`src/design/bsmu_pkg.sv`:
```
`timescale 1ns / 1ps
// Shared types, codes and constant tables for the bond-slip material update block.
package bsmu_pkg;

	localparam int FRAC_W  = 24;   // fraction bits of the log2 / exp2 path
	localparam int DIV_W   = 64;   // dividend and quotient width of the divider
	localparam int DVSR_W  = 32;   // divisor width of the divider
	localparam int CNT_W   = 5;    // loop counter of the log2 / exp2 steps

	typedef enum logic [1:0] {
		MODE_TRIAL  = 2'd0,
		MODE_COMMIT = 2'd1,
		MODE_REVERT = 2'd2,
		MODE_RESET  = 2'd3
	} mode_t;

	typedef enum logic [2:0] {
		REG_PEAK_STRESS  = 3'd0,
		REG_RESID_STRESS = 3'd1,
		REG_LIN_SLIP     = 3'd2,
		REG_PEAK_SLIP    = 3'd3,
		REG_PLAT_SLIP    = 3'd4,
		REG_SOFT_SLIP    = 3'd5,
		REG_EXPONENT     = 3'd6,
		REG_STIFFNESS    = 3'd7
	} reg_idx_t;

	typedef enum logic [2:0] {
		RG_LIN,
		RG_POW,
		RG_PLAT,
		RG_SOFT,
		RG_RESID
	} region_t;

	typedef enum logic [5:0] {
		OP_NOP,
		OP_ACCEPT,
		OP_SETUP,
		OP_COMMIT,
		OP_REVERT,
		OP_RESET,
		OP_MUL_LIN,
		OP_LIN_FIN,
		OP_DIV_X,
		OP_POW_ONE,
		OP_NORM_LOAD,
		OP_NORM_SHIFT,
		OP_SQ_MUL,
		OP_SQ_ADJ,
		OP_NL_MUL,
		OP_NY_LATCH,
		OP_EXP_MUL,
		OP_EXP_UPD,
		OP_P_FIN,
		OP_TAU_MUL,
		OP_TAU_FIN,
		OP_TANP_MUL,
		OP_TANP_DIV,
		OP_TANP_FIN,
		OP_PLAT,
		OP_SOFT_MUL,
		OP_SOFT_DIV,
		OP_SOFT_TAU,
		OP_SOFT_DIV2,
		OP_SOFT_FIN,
		OP_RESID,
		OP_UNL_MUL,
		OP_STRESS,
		OP_WORK_MUL,
		OP_WORK_FIN,
		OP_OUT_LOAD
	} op_t;

	typedef struct packed {
		op_t              op;
		logic [CNT_W-1:0] idx;
	} cmd_t;

	typedef struct packed {
		mode_t   mode;
		region_t region;
		logic    x_ge_one;
		logic    norm_done;
		logic    div_busy;
	} status_t;

	typedef struct packed {
		logic [1:0]         mode;
		logic signed [31:0] slip;
	} in_t;

	typedef struct packed {
		logic signed [31:0] bond_stress;
		logic signed [31:0] tangent;
		logic signed [47:0] bond_work;
	} out_t;

	localparam logic [31:0] INT32_MAX = 32'h7FFF_FFFF;
	localparam logic [31:0] INT32_MIN = 32'h8000_0000;
	localparam logic [31:0] MINUS_ONE = 32'hFFFF_FFFF;

	function automatic logic [63:0] isqrt64_f(input logic [63:0] v);
		logic [63:0] rem;
		logic [63:0] res;
		logic [63:0] bit_v;
		rem   = v;
		res   = '0;
		bit_v = 64'h4000_0000_0000_0000;
		for (int i = 0; i < 32; i++) begin
			if (rem >= res + bit_v) begin
				rem = rem - (res + bit_v);
				res = (res >> 1) + bit_v;
			end else begin
				res = res >> 1;
			end
			bit_v = bit_v >> 2;
		end
		return res;
	endfunction

	// factors 2^(-2^-j), j = 1..FRAC_W, in Q0.32, by repeated floor square roots
	function automatic logic [FRAC_W*32-1:0] pow_tab_f();
		logic [FRAC_W*32-1:0] tab;
		logic [63:0]          c;
		tab = '0;
		c   = isqrt64_f(64'h8000_0000_0000_0000);
		for (int j = 0; j < FRAC_W; j++) begin
			tab[j*32 +: 32] = c[31:0];
			c = isqrt64_f({c[31:0], 32'd0});
		end
		return tab;
	endfunction

	localparam logic [FRAC_W*32-1:0] POW_TAB = pow_tab_f();

endpackage

```
`src/design/bsmu_ctrl.sv`:
```
`timescale 1ns / 1ps
// Controller: sequences one item through the datapath and runs the handshakes.
module bsmu_ctrl (
	input  logic                clk,
	input  logic                arst_n,
	input  logic                in_valid,
	output logic                in_ready,
	output logic                out_valid,
	input  logic                out_ready,
	input  bsmu_pkg::status_t   status,
	output bsmu_pkg::cmd_t      cmd
);
	import bsmu_pkg::*;

	typedef enum logic [5:0] {
		ST_IDLE, ST_DISPATCH, ST_CLASSIFY,
		ST_LIN_MUL, ST_LIN_FIN,
		ST_X_DIV, ST_X_WAIT, ST_X_CHK, ST_NORM,
		ST_SQ_MUL, ST_SQ_ADJ, ST_NL_MUL, ST_NY,
		ST_EXP_MUL, ST_EXP_UPD, ST_P_FIN,
		ST_TAU_MUL, ST_TAU_FIN, ST_TANP_MUL, ST_TANP_DIV, ST_TANP_WAIT, ST_TANP_FIN,
		ST_PLAT,
		ST_SOFT_MUL, ST_SOFT_DIV, ST_SOFT_WAIT, ST_SOFT_TAU,
		ST_SOFT_DIV2, ST_SOFT_WAIT2, ST_SOFT_FIN,
		ST_RESID,
		ST_UNL_MUL, ST_STRESS, ST_WORK_MUL, ST_WORK_FIN, ST_OUTPUT
	} state_t;

	localparam logic [CNT_W-1:0] LAST_STEP = CNT_W'(FRAC_W - 1);

	state_t           state_q;
	logic [CNT_W-1:0] cnt_q;
	logic             out_valid_q;
	logic             out_free;

	assign out_free  = !out_valid_q || out_ready;
	assign in_ready  = state_q == ST_IDLE;
	assign out_valid = out_valid_q;

	always_comb begin
		cmd.op  = OP_NOP;
		cmd.idx = cnt_q;
		case (state_q)
			ST_IDLE:      if (in_valid) cmd.op = OP_ACCEPT;
			ST_DISPATCH: begin
				case (status.mode)
					MODE_TRIAL:  cmd.op = OP_SETUP;
					MODE_COMMIT: cmd.op = OP_COMMIT;
					MODE_REVERT: cmd.op = OP_REVERT;
					default:     cmd.op = OP_RESET;
				endcase
			end
			ST_LIN_MUL:   cmd.op = OP_MUL_LIN;
			ST_LIN_FIN:   cmd.op = OP_LIN_FIN;
			ST_X_DIV:     cmd.op = OP_DIV_X;
			ST_X_CHK:     cmd.op = status.x_ge_one ? OP_POW_ONE : OP_NORM_LOAD;
			ST_NORM:      if (!status.norm_done) cmd.op = OP_NORM_SHIFT;
			ST_SQ_MUL:    cmd.op = OP_SQ_MUL;
			ST_SQ_ADJ:    cmd.op = OP_SQ_ADJ;
			ST_NL_MUL:    cmd.op = OP_NL_MUL;
			ST_NY:        cmd.op = OP_NY_LATCH;
			ST_EXP_MUL:   cmd.op = OP_EXP_MUL;
			ST_EXP_UPD:   cmd.op = OP_EXP_UPD;
			ST_P_FIN:     cmd.op = OP_P_FIN;
			ST_TAU_MUL:   cmd.op = OP_TAU_MUL;
			ST_TAU_FIN:   cmd.op = OP_TAU_FIN;
			ST_TANP_MUL:  cmd.op = OP_TANP_MUL;
			ST_TANP_DIV:  cmd.op = OP_TANP_DIV;
			ST_TANP_FIN:  cmd.op = OP_TANP_FIN;
			ST_PLAT:      cmd.op = OP_PLAT;
			ST_SOFT_MUL:  cmd.op = OP_SOFT_MUL;
			ST_SOFT_DIV:  cmd.op = OP_SOFT_DIV;
			ST_SOFT_TAU:  cmd.op = OP_SOFT_TAU;
			ST_SOFT_DIV2: cmd.op = OP_SOFT_DIV2;
			ST_SOFT_FIN:  cmd.op = OP_SOFT_FIN;
			ST_RESID:     cmd.op = OP_RESID;
			ST_UNL_MUL:   cmd.op = OP_UNL_MUL;
			ST_STRESS:    cmd.op = OP_STRESS;
			ST_WORK_MUL:  cmd.op = OP_WORK_MUL;
			ST_WORK_FIN:  cmd.op = OP_WORK_FIN;
			ST_OUTPUT:    if (out_free) cmd.op = OP_OUT_LOAD;
			default:      cmd.op = OP_NOP;
		endcase
	end

	always_ff @(posedge clk or negedge arst_n) begin
		if (!arst_n) begin
			state_q     <= ST_IDLE;
			cnt_q       <= '0;
			out_valid_q <= 1'b0;
		end else begin
			if (out_valid_q && out_ready)
				out_valid_q <= 1'b0;
			case (state_q)
				ST_IDLE:     if (in_valid) state_q <= ST_DISPATCH;
				ST_DISPATCH: state_q <= (status.mode == MODE_TRIAL) ? ST_CLASSIFY : ST_OUTPUT;
				ST_CLASSIFY: begin
					case (status.region)
						RG_LIN:  state_q <= ST_LIN_MUL;
						RG_POW:  state_q <= ST_X_DIV;
						RG_PLAT: state_q <= ST_PLAT;
						RG_SOFT: state_q <= ST_SOFT_MUL;
						default: state_q <= ST_RESID;
					endcase
				end
				ST_LIN_MUL:  state_q <= ST_LIN_FIN;
				ST_LIN_FIN:  state_q <= ST_UNL_MUL;
				ST_X_DIV:    state_q <= ST_X_WAIT;
				ST_X_WAIT:   if (!status.div_busy) state_q <= ST_X_CHK;
				ST_X_CHK:    state_q <= status.x_ge_one ? ST_TAU_MUL : ST_NORM;
				ST_NORM: begin
					if (status.norm_done) begin
						cnt_q   <= '0;
						state_q <= ST_SQ_MUL;
					end
				end
				ST_SQ_MUL:   state_q <= ST_SQ_ADJ;
				ST_SQ_ADJ: begin
					cnt_q   <= cnt_q + 1'b1;
					state_q <= (cnt_q == LAST_STEP) ? ST_NL_MUL : ST_SQ_MUL;
				end
				ST_NL_MUL:   state_q <= ST_NY;
				ST_NY: begin
					cnt_q   <= '0;
					state_q <= ST_EXP_MUL;
				end
				ST_EXP_MUL:  state_q <= ST_EXP_UPD;
				ST_EXP_UPD: begin
					cnt_q   <= cnt_q + 1'b1;
					state_q <= (cnt_q == LAST_STEP) ? ST_P_FIN : ST_EXP_MUL;
				end
				ST_P_FIN:     state_q <= ST_TAU_MUL;
				ST_TAU_MUL:   state_q <= ST_TAU_FIN;
				ST_TAU_FIN:   state_q <= ST_TANP_MUL;
				ST_TANP_MUL:  state_q <= ST_TANP_DIV;
				ST_TANP_DIV:  state_q <= ST_TANP_WAIT;
				ST_TANP_WAIT: if (!status.div_busy) state_q <= ST_TANP_FIN;
				ST_TANP_FIN:  state_q <= ST_UNL_MUL;
				ST_PLAT:      state_q <= ST_UNL_MUL;
				ST_SOFT_MUL:  state_q <= ST_SOFT_DIV;
				ST_SOFT_DIV:  state_q <= ST_SOFT_WAIT;
				ST_SOFT_WAIT: if (!status.div_busy) state_q <= ST_SOFT_TAU;
				ST_SOFT_TAU:  state_q <= ST_SOFT_DIV2;
				ST_SOFT_DIV2: state_q <= ST_SOFT_WAIT2;
				ST_SOFT_WAIT2: if (!status.div_busy) state_q <= ST_SOFT_FIN;
				ST_SOFT_FIN:  state_q <= ST_UNL_MUL;
				ST_RESID:     state_q <= ST_UNL_MUL;
				ST_UNL_MUL:   state_q <= ST_STRESS;
				ST_STRESS:    state_q <= ST_WORK_MUL;
				ST_WORK_MUL:  state_q <= ST_WORK_FIN;
				ST_WORK_FIN:  state_q <= ST_OUTPUT;
				ST_OUTPUT: begin
					// hold until the output register is free
					if (out_free) begin
						out_valid_q <= 1'b1;
						state_q     <= ST_IDLE;
					end
				end
				default: state_q <= ST_IDLE;
			endcase
		end
	end

endmodule

```
`config.mk`:
```
export PLATFORM = sky130hd
export DESIGN_NAME = bsmu_ctrl
export DESIGN_NICKNAME = d
export VERILOG_FILES = /design/src/design/bsmu_pkg.sv /design/src/design/bsmu_ctrl.sv
export SDC_FILE = /design/constraint.sdc
export NUM_CORES = 1
export LEC_CHECK = 0
export ABC_AREA = 1
export BUFFER_PORTS_ARGS = -buffer_cell sky130_fd_sc_hd__buf_4
export CAP_MARGIN = 20
export CORE_MARGIN = 4
export CORE_UTILIZATION = 50
export CTS_BUF_LIST = sky130_fd_sc_hd__clkbuf_16
export DETAILED_ROUTE_END_ITERATION = 16
export PLACE_DENSITY = 0.81
export SETUP_SLACK_MARGIN = 0.15
export SYNTH_ARGS = -nofsm -noshare
export SYNTH_HDL_FRONTEND = slang
export SYNTH_SLANG_ARGS = --single-unit
export TNS_END_PERCENT = 1
```
`constraint.sdc`:
```
create_clock -name clk -period 1.6 [get_ports clk]
set_input_delay 0.32 -clock clk [delete_from_list [all_inputs] [get_ports clk]]
set_output_delay 0.32 -clock clk [all_outputs]
set_load 0.02 [all_outputs]
```
==> impl_metrics.toml <==
[worst_setup_path]
critical_path.startpoint_type = "register"
criticalPathCategory = "register to primary output"
path_buf_inv = 2
critical_path.top_delay_family = "simple AND/OR/NAND/NOR gates"
crit_path_top_delay_cell = "sky130_fd_sc_hd__dfrtp_2"
worstPathCellList = "nand2_2 -> inv_2 -> nand3_1 -> o21ai_0 -> nor3b_1 -> nand3_1 -> buf_4"
cp_max_fo = 6
timing.critical_path.arrival_ps = 1810
end_kind = "primary output"
worst_ep_required_time_ps = 1280
cp_slowest_stage_delay_ps = 480
critical-path-top-cell-by-count = "sky130_fd_sc_hd__nand3_1"

[place]
dp_cells = 335
placed_area_sq_um = 1970
gp_routability_congestion = 1.03
buffer_ports.inserted = 24
post-dp-hpwl_mm = 3.97

[global_route]
wire_length_of_the_first_global_routing_pass_mm = 8.96
grt_pass1_vias = 1971
antenna_found_initial = 0
overflow = 0
grt_util_all_layers = 0.338
grt_max_degree = 13

[synth]
ffs_latches_synth = 12
synth_warnings = 0
yosys.cell_types.count = 26
synth_flop_cell = "sky130_fd_sc_hd__dfrtp_1"
synth-edff-count = 0
post_synth_instance_area_sq_um = 1330
synth.top_cell.area_share = 0.225
synthesis.instances = 233
postSynth.asyncResetShare = 1.00
synth_sequential_area_ratio = 0.225
synthTopCellsByCount = "sky130_fd_sc_hd__nand2_1 (72), sky130_fd_sc_hd__nand3_1 (36), sky130_fd_sc_hd__nor2_1 (31), sky130_fd_sc_hd__inv_1 (27), sky130_fd_sc_hd__dfrtp_1 (12)"
syn-num-nets = 246
synth.area.top_cells = "sky130_fd_sc_hd__dfrtp_1 (23%), sky130_fd_sc_hd__nand2_1 (20%), sky130_fd_sc_hd__nand3_1 (14%)"
synth.most_common_cell = "sky130_fd_sc_hd__nand2_1"
synthesis.area_per_instance_sq_um = 5.72
yosysTopAreaCell = "sky130_fd_sc_hd__dfrtp_1"

[timing]
period_minus_slack_ps = 2130
worstMarginPinSlew_ps = 424
timing.final.hold_violations = 0
setup_repair_after_global_routing_missed_its_margin = "yes"
layout_setup_ws_ps = -530
timing.clock.skew_ps = 2.64
finalSetupViolations = 17
slew_viol_final = 0
timing.max_slew.rel_slack = 0.714
max_clock_freq_mhz = 470
finalSetupTns_ps = -4930
layout_worst_path_cycle_share = 1.33
fin_worst_hold_slack_ps = 459

[routing]
remaining_drc_errors = 0
route.vias.total = 2377
ratio_of_routed_vias_to_standard_cells = 6.71
avgRoutedWirePerCell_um = 21.4
antenna_left = 0
first_pass_iters = 9
initialDrtViolationCount = 480
detail_route.wirelength_mm = 7.58

[clocking]
cts_max_path_buffers = 2
number_of_clock_sinks = 12
cts_tree = "done"
ctsRootBufferMaster = "sky130_fd_sc_hd__clkbuf_16"
cts_made_buffers = 3
clk-insertion-delay-late_ps = 250
cts_htree_levels = 1
clock_pin_slew_on_the_worst_setup_and_hold_paths_ps = 50

[power_and_ir_drop]
power.share.switching = 0.532
seq_power_share = 0.121
power.switching_uw = 3050
cellPowerDensity_nw_per_um2 = 2430
clockPowerShare = 0.084
power.static_leakage_uw = 0.00128
share_comb_of_total_power = 0.795
worst_ir_drop_vdd_v = 0.00238
internal-power_uw = 2680

[floorplanning]
die_h_um = 59.6
row_count = 18
boundaryPins = 25
die-width_um = 59.6
dieArea_sq_um = 3560
core_area_sq_um = 2500
initial_utilization = 0.533

[min_path]
hold_class = "input port to asynchronous set/reset pin"

[status]
failed_checks = "negative setup slack"
status = "complete, but fails checks"

[layout]
nFillCells = 85
fin_cells = 354
drive_gt1_frac = 0.478
syn_to_final_growth_pct = 76.9
nets = 339
insertedDiodeCount = 0
postLayoutCoreUtil = 0.943
final_design_area_no_fill_sq_um = 2360

[run]
number_of_max_cap_violations = 0
-- sequential cells by signal, summed over array words and instances, names as in the netlist --
signal,flops
state_q,6
cnt_q,5
out_valid,1
-- logic make-up (layout without fill, tap and decap cells) --
group | count (synthesis) | after routing | share of synthesized area
DFF | 12 | 12 | 0.225
xor gates and xnor gates | 3 | 3 | 0.0197
AOI/OAI and AO/OA | 25 | 25 | 0.115
buffers and inverters | 33 | 123 | 0.105
and+or+nand+nor | 159 | 160 | 0.526
adders and majority gates | 1 | 1 | 0.00939
-- power by group through the flow --
stage / logic, uW / registers (uW) / clock network (uW)
after floorplan: 1890 / 611 / 0
after global placement: 3350 / 645 / 0
after detailed placement: 3380 / 656 / 0
after CTS: 3700 / 653 / 452
after global routing: 4720 / 707 / 477
final: 4550 / 694 / 478
-- worst paths after layout --
| path | end | startpoint | cells after the start | slack (ps) |
|---|---|---|---|---|
| hold / removal | state_q[5]$_DFFE_PN0P_ | arst_n | 2 | 460 |
| setup reg to reg | state_q[0]$_DFFE_PN0P_ | state_q[2]$_DFFE_PN0P_ | 12 | -380 |
| max in group asynchronous | state_q[1]$_DFFE_PN0P_ | arst_n | 2 | 960 |
| min in group clk | state_q[5]$_DFFE_PN0P_ | status[6] | 3 | 480 |
| setup / recovery | cmd[8] | state_q[3]$_DFFE_PN0P_ | 7 | -530 |
| hold reg to reg | cnt_q[0]$_DFFE_PN0P_ | cnt_q[0]$_DFFE_PN0P_ | 1 | 590 |
-- layout make-up --
type | instances | area, sq um | area share
multi-input combinational | 189 | 1100 | 0.465
timing repair buffer | 91 | 728 | 0.309
sequential | 12 | 307 | 0.130
inverter | 29 | 114 | 0.0483
clock buffer | 3 | 75.1 | 0.0318
tap | 30 | 37.5 | 0.0159
-- stage by stage --
stage / total power [uW] / worst slack [ps]
floorplan: 2500 / 14.2
detailed placement: 4030 / -278
global placement: 3990 / -251
CTS: 4800 / -356
global route: 5900 / -566
finish: 5720 / -530
-- placed cells by master (no fill, tap or decap), types with 2 or more instances in the layout --
cell,synthesis,final
sky130_fd_sc_hd__a21oi_1,7,4
sky130_fd_sc_hd__clkbuf_16,0,3
sky130_fd_sc_hd__buf_4,2,81
sky130_fd_sc_hd__nand4_1,8,8
sky130_fd_sc_hd__o21ai_2,1,2
sky130_fd_sc_hd__nor2_4,2,9
sky130_fd_sc_hd__a21oi_2,0,3
sky130_fd_sc_hd__dfrtp_1,12,7
sky130_fd_sc_hd__nand2_1,72,61
sky130_fd_sc_hd__xor2_1,2,2
sky130_fd_sc_hd__nor2_2,5,9
sky130_fd_sc_hd__o21ai_0,10,8
sky130_fd_sc_hd__nor3_2,0,2
sky130_fd_sc_hd__nand2_2,0,9
sky130_fd_sc_hd__inv_1,27,21
sky130_fd_sc_hd__nand2_4,0,2
sky130_fd_sc_hd__inv_2,2,6
sky130_fd_sc_hd__dfrtp_2,0,5
sky130_fd_sc_hd__inv_4,0,2
sky130_fd_sc_hd__buf_6,1,8
sky130_fd_sc_hd__nand3_2,0,9
sky130_fd_sc_hd__nand3_1,36,26
sky130_fd_sc_hd__nor2_1,31,21
sky130_fd_sc_hd__o211ai_1,2,2
-- metal layers --
metal / share of wire / global-route usage
met5: 0 / 0
met4: 0.095 / 0.120
met3: 0.14 / 0.0959
met2: 0.42 / 0.554
met1: 0.34 / 0.421
-- timing repair --
item | 4_1_cts | 5_1_grt
endpoints found under the setup margin | 18 | 18
pin swaps | 9 | 12
setup buffers | 5 | 9
hold buffers | 1 | 0
resized for setup | 32 | 27
cloned | 0 | 1
hold endpoints to repair | 12 | 0
No activity file was read; power rests on OpenSTA's default activity.
